<file path="config.mk">
export PLATFORM = sky130hd
export DESIGN_NAME = vcrc_ctrl
export DESIGN_NICKNAME = d
export VERILOG_FILES = /design/src/sv/vcrc_pkg.sv /design/src/sv/vcrc_ctrl.sv
export SDC_FILE = /design/constraint.sdc
export NUM_CORES = 1
export LEC_CHECK = 0
export BUFFER_PORTS_ARGS = -buffer_cell sky130_fd_sc_hd__clkbuf_2
export CORE_AREA = 5 5 42 44
export CTS_CLUSTER_DIAMETER = 30
export DETAILED_ROUTE_END_ITERATION = 8
export DIE_AREA = 0 0 47 49
export GPL_ROUTABILITY_DRIVEN = 0
export SYNTH_ARGS = -nofsm -noshare
export SYNTH_HDL_FRONTEND = slang
export SYNTH_SLANG_ARGS = --single-unit
</file>
<file path="constraint.sdc">
create_clock -name clk -period 1.8 [get_ports clk]
set_clock_uncertainty 0.15 [all_clocks]
set_input_delay 0.27 -clock clk [delete_from_list [all_inputs] [get_ports clk]]
set_output_delay 0.27 -clock clk [all_outputs]
set_load 0.005 [all_outputs]
</file>
<file path="src/sv/vcrc_pkg.sv">
// ----------------------------------------------------------------------------
// vcrc_pkg: shared types and constants for the VPD climate relay controller
// Holds the payload structs, register indexes, the datapath command set and
// the fixed-point constants of the Tetens vapor pressure calculation.
// ----------------------------------------------------------------------------
package vcrc_pkg;

  // Field widths.
  localparam int TEMP_W    = 11;
  localparam int HUM_W     = 10;
  localparam int VPD_W     = 16;
  localparam int CFG_IDX_W = 3;
  localparam int CFG_DAT_W = 16;

  // Default for the fraction bits kept of the exponent remainder.
  localparam int EXP_TABLE_BITS_DEF = 8;

  // Configuration register indexes.
  localparam logic [CFG_IDX_W-1:0] CFG_VPD_LOW   = 3'd0;
  localparam logic [CFG_IDX_W-1:0] CFG_VPD_HIGH  = 3'd1;
  localparam logic [CFG_IDX_W-1:0] CFG_TEMP_LOW  = 3'd2;
  localparam logic [CFG_IDX_W-1:0] CFG_TEMP_HIGH = 3'd3;

  // Arithmetic widths.
  localparam int NUM_W  = 42;   // divider dividend
  localparam int DEN_W  = 22;   // divider divisor
  localparam int QUO_W  = 24;   // divider quotient bits
  localparam int TERM_W = 25;   // Taylor term, Q24 with room for 1.0
  localparam int V_W    = 34;   // running value of e^x in Q24
  localparam int ACC_W  = 47;   // low partial product
  localparam int HALF_W = 17;   // half of the value split for products
  localparam int N_W    = 6;    // integer part of the exponent

  // Fixed-point constants.
  localparam logic [29:0] E_Q28      = 30'd729683222;
  localparam logic [29:0] INV_E_Q28  = 30'd98751886;
  localparam logic [14:0] TETENS_B   = 15'd17269;
  localparam int          TETENS_C   = 2383;
  localparam logic [25:0] SVP_BASE   = 26'd61078;
  localparam logic [9:0]  HUM_FULL   = 10'd1000;
  localparam logic [63:0] SCALE_RND  = 64'd838860800000;
  localparam int          TAY_TERMS  = 12;
  localparam int          HEAT_MARGIN = 150;

  // Final scaling divides by 100000 as a shift by five and a divide by 3125,
  // the latter by multiplying with floor(2^43 / 3125).
  localparam logic [11:0] QDIV_C     = 12'd3125;
  localparam logic [31:0] QDIV_RECIP = 32'd2814749767;

  // Payload types.
  typedef struct packed {
    logic signed [TEMP_W-1:0] temperature;
    logic [HUM_W-1:0]         humidity;
    logic                     reading_valid;
  } in_item_t;

  typedef struct packed {
    logic [VPD_W-1:0] vpd_value;
    logic             fan_on;
    logic             heater_on;
  } out_item_t;

  // Datapath command set.
  typedef enum logic [3:0] {
    OP_NOP,
    OP_LOAD,
    OP_NUM,
    OP_DIV,
    OP_PREP,
    OP_TMUL,
    OP_TEST,
    OP_TCORR,
    OP_PLO,
    OP_PHI,
    OP_SLO,
    OP_SHI,
    OP_QEST,
    OP_QCORR,
    OP_FIN
  } dp_op_t;

  typedef struct packed {
    dp_op_t op;
  } dp_cmd_t;

  typedef struct packed {
    logic rd_valid;
    logic div_done;
    logic k_last;
    logic n_zero;
    logic out_free;
  } dp_stat_t;

  // floor(2^28 / k) for the Taylor term divisors.
  function automatic logic [28:0] tay_recip(input logic [3:0] k);
    logic [28:0] r;
    case (k)
      4'd1:    r = 29'd268435456;
      4'd2:    r = 29'd134217728;
      4'd3:    r = 29'd89478485;
      4'd4:    r = 29'd67108864;
      4'd5:    r = 29'd53687091;
      4'd6:    r = 29'd44739242;
      4'd7:    r = 29'd38347922;
      4'd8:    r = 29'd33554432;
      4'd9:    r = 29'd29826161;
      4'd10:   r = 29'd26843545;
      4'd11:   r = 29'd24403223;
      4'd12:   r = 29'd22369621;
      default: r = 29'd0;
    endcase
    return r;
  endfunction

endpackage

</file>
<file path="src/sv/vcrc_ctrl.sv">
// ----------------------------------------------------------------------------
// vcrc_ctrl: VPD sequencer
// Steps the datapath through division, Taylor series, power loop, scaling
// and the relay update for one reading at a time.
// ----------------------------------------------------------------------------
module vcrc_ctrl
  import vcrc_pkg::*;
(
  input  logic     clk,
  input  logic     rst,
  input  logic     in_valid,
  output logic     in_stall,
  output dp_cmd_t  cmd,
  input  dp_stat_t stat
);

  typedef enum logic [3:0] {
    S_IDLE,
    S_NUM,
    S_DIV1,
    S_WAIT1,
    S_PREP,
    S_TMUL,
    S_TEST,
    S_TCORR,
    S_PCHK,
    S_PLO,
    S_PHI,
    S_SLO,
    S_SHI,
    S_QEST,
    S_QCORR,
    S_FIN
  } state_t;

  state_t state;
  state_t state_next;

  assign in_stall = (state != S_IDLE);

  // Command decode and next state.
  always_comb begin
    cmd.op     = OP_NOP;
    state_next = state;
    case (state)
      S_IDLE: begin
        if (in_valid) begin
          cmd.op     = OP_LOAD;
          state_next = S_NUM;
        end
      end
      S_NUM: begin
        cmd.op     = OP_NUM;
        state_next = stat.rd_valid ? S_DIV1 : S_FIN;
      end
      S_DIV1: begin
        cmd.op     = OP_DIV;
        state_next = S_WAIT1;
      end
      S_WAIT1: if (stat.div_done) state_next = S_PREP;
      S_PREP: begin
        cmd.op     = OP_PREP;
        state_next = S_TMUL;
      end
      S_TMUL: begin
        cmd.op     = OP_TMUL;
        state_next = S_TEST;
      end
      S_TEST: begin
        cmd.op     = OP_TEST;
        state_next = S_TCORR;
      end
      S_TCORR: begin
        cmd.op     = OP_TCORR;
        state_next = stat.k_last ? S_PCHK : S_TMUL;
      end
      S_PCHK: state_next = stat.n_zero ? S_SLO : S_PLO;
      S_PLO: begin
        cmd.op     = OP_PLO;
        state_next = S_PHI;
      end
      S_PHI: begin
        cmd.op     = OP_PHI;
        state_next = S_PCHK;
      end
      S_SLO: begin
        cmd.op     = OP_SLO;
        state_next = S_SHI;
      end
      S_SHI: begin
        cmd.op     = OP_SHI;
        state_next = S_QEST;
      end
      S_QEST: begin
        cmd.op     = OP_QEST;
        state_next = S_QCORR;
      end
      S_QCORR: begin
        cmd.op     = OP_QCORR;
        state_next = S_FIN;
      end
      S_FIN: begin
        cmd.op = OP_FIN;
        if (stat.out_free) state_next = S_IDLE;
      end
      default: state_next = S_IDLE;
    endcase
  end

  // State register.
  always_ff @(posedge clk) begin
    if (rst) begin
      state <= S_IDLE;
    end else begin
      state <= state_next;
    end
  end

endmodule

</file>
==> run summary <==
status: completed
TritonRoute pass-1 iters: 4
top cells by area, synth: dfxtp_1 20%, a21oi_1 4.9%, buf_2 4.9%
synth warn: 0
RSZ-0062 raised after global routing: no
largest net degree at the start of global routing: 21
final hold vios: 0
Via density: 5.43
max_slew headroom: 79.6%
cell at the slowest stage of the critical path: or4_1
Max Slew Vio Count: 0
first-pass GRT wire length: 1560 um
reg2reg end: state[3]
Post-Syn Nets: 62
core area: 0.00140 mm^2
top cell type by total area after synthesis: dfxtp_1
HP Class: in -> reg
crit-path cells: or4_1, clkbuf_2
input/output buffers: 12
total CTS buffers: 3
Via Count: 440
DP Cell Count: 78
Util after Layout: 35.4%
syn_area_per_cell: 7.53 um^2
Crit Path Max Fanout: 19
dpl hpwl: 665 um
Max Buffers Root-to-Sink: 2
crit path kind: reg -> out
power density cells: 1720 mW/mm^2
Max Fclk: 0.584 GHz
Sink Count: 4
CTS tree: yes
Worst VDD drop: 0.891 mV
DRT iter0 DRCs: 10
hold endpoint: state[3]
RR Startpoint: state[3]
Required @ worst endpoint: 1.38 ns
Die X: 47 um
#FFs+latches synth: 4
Post-synth EDFFs: 0
vias in the first global route: 350
Die H: 49 um
critical path arrival: 1.29 ns
Synth cell types: 33
Worst Tran Pin Value: 0.302 ns
Top Ports: 13
antenna diode count: 0
Remaining DRCs: 0
final wirelength: 931 um
part of the Yosys area used for sequential elements: 19.7%
total negative slack: 0 ns
flop-to-flop setup slack: 0.29 ns
Layout area overhead: 21.8%
Leak: 0.210 nW
Hold WS: 0.124 ns
final setup vio count: 0
Tmin final: 1.71 ns
Remaining Overflow, GRT: 0
Setup crit start kind: flip-flop
gr usage total: 8.80%
Final WS setup: 0.0874 ns
CTS H-tree lvls: 1
clk slew on worst S/H paths: 0.04 ns
Netlist Area Pre-Place: 407 um^2
final-stage net count: 75
CP max stage delay: 0.53 ns
routed length per instance: 11.5 um
# rows: 14
hold path start: rst
number of antenna violations at the first check in global routing: 0
Final period util: 95.1%
die footprint: 0.00230 mm^2
Post-synth ARST share: 0%
Worst R2R Path Depth: 3
Cells on Worst Hold Path: 2
share of the synthesized area in the top cell type: 19.7%
dpl ws: 0.180 ns
Gate Count Post-Synth: 54
worst-skew pair later-pin latency: 0.23 ns
initial core utilization: 29.0%
clk root buf: clkbuf_4
Max-Cap Viols: 0
Largest regs: state: 4 flops
Largest register FFs: 4
final cell count without fillers: 81
share of layout cells above drive strength 1: 35.4%
top cells by instance count after synthesis: 4 x a21oi_1, 4 x buf_2, 4 x dfxtp_1, 4 x nor2_1
dominant synthesized flop cell: dfxtp_1
Biggest register: state
crit end category: output pin
FILL cells: 150
ANT nets after route: 0
## power by group
group          switching, mW  total [mW]  internal, mW
clock                 0.0362       0.111        0.0746
sequential             0.115       0.256         0.141
combinational          0.226       0.484         0.258
## cell families (layout without fill, tap and decap cells)
logic type | count (synthesis) | count (layout) | synth area share, %
AOI/OAI and AO/OA | 19 | 19 | 34.8
and+or+nand+nor | 22 | 22 | 32.9
buffers and inverters | 8 | 19 | 10.5
xor gates and xnor gates | 1 | 1 | 2.15
DFF | 4 | 4 | 19.7
## stage by stage
step	cell area (um^2)	total power, mW
after floorplan	407	0.602
after global placement	467	0.733
after detailed placement	467	0.736
after CTS	493	0.859
after global routing	495	0.946
final	495	0.851
## area by class of cell
type	instances	area, um^2	area share (%)
clock buffer	3	22.5	4.55
inverter	2	7.51	1.52
multi-input combinational	42	284	57.3
sequential	4	86.3	17.4
tap	16	20.0	4.04
timing repair buffer	14	75.1	15.2
## critical path: cells and delay by family (launching register included)
family                 cells  cell delay [ns]
AND/OR/NAND/NOR            1             0.53
buffers and inverters      1             0.13
flip-flops                 1             0.39
## placed cells by master (no fill, tap or decap)
cell type	n
a21o_1	1
a21oi_1	4
a21oi_2	1
a311oi_1	1
a31o_2	1
a32o_1	1
and3_1	1
and3b_1	1
buf_4	2
clkbuf_2	12
clkbuf_4	3
dfxtp_1	1
dfxtp_2	2
dfxtp_4	1
inv_1	2
nand2_1	3
nand2b_1	1
nand4b_1	1
nor2_1	4
nor2b_1	1
nor3_1	3
nor3b_1	1
nor4_1	1
nor4b_1	1
o2111a_1	1
o211ai_1	2
o21ai_0	2
o21bai_1	1
o221ai_1	1
o31a_1	2
o31ai_1	1
or2_2	1
or4_1	1
or4b_1	2
xor2_1	1
## how the worst max path moves through the flow
| stage | start | to | cells after the start |
|---|---|---|---|
| after floorplan | state[2] | state[3] | 4 |
| after global placement | state[2] | state[3] | 3 |
| after detailed placement | state[2] | cmd[1] | 4 |
| after CTS | state[2] | in_stall | 2 |
| after global routing | state[2] | in_stall | 2 |
| final | state[2] | in_stall | 2 |
## routing by layer
| metal | vias to the layer above | wire (um) | track usage (%) |
|---|---|---|---|
| met1 | 197 | 465 | 14.5 |
| met5 | - | 0 | 0 |
| li1 | 230 | - | - |
| met2 | 13 | 399 | 10.6 |
| met3 | 0 | 66 | 4.43 |
| met4 | 0 | 0 | 0 |
## what timing repair did
action	CTS	global route
gates resized for setup	3	1
endpoints found under the hold margin	0	0
endpoints found under the setup margin	4	1
hold buffers	0	0
setup buffers	0	0
pin swaps	0	0
cloned	0	0
Power figures use the tool's default switching activity.
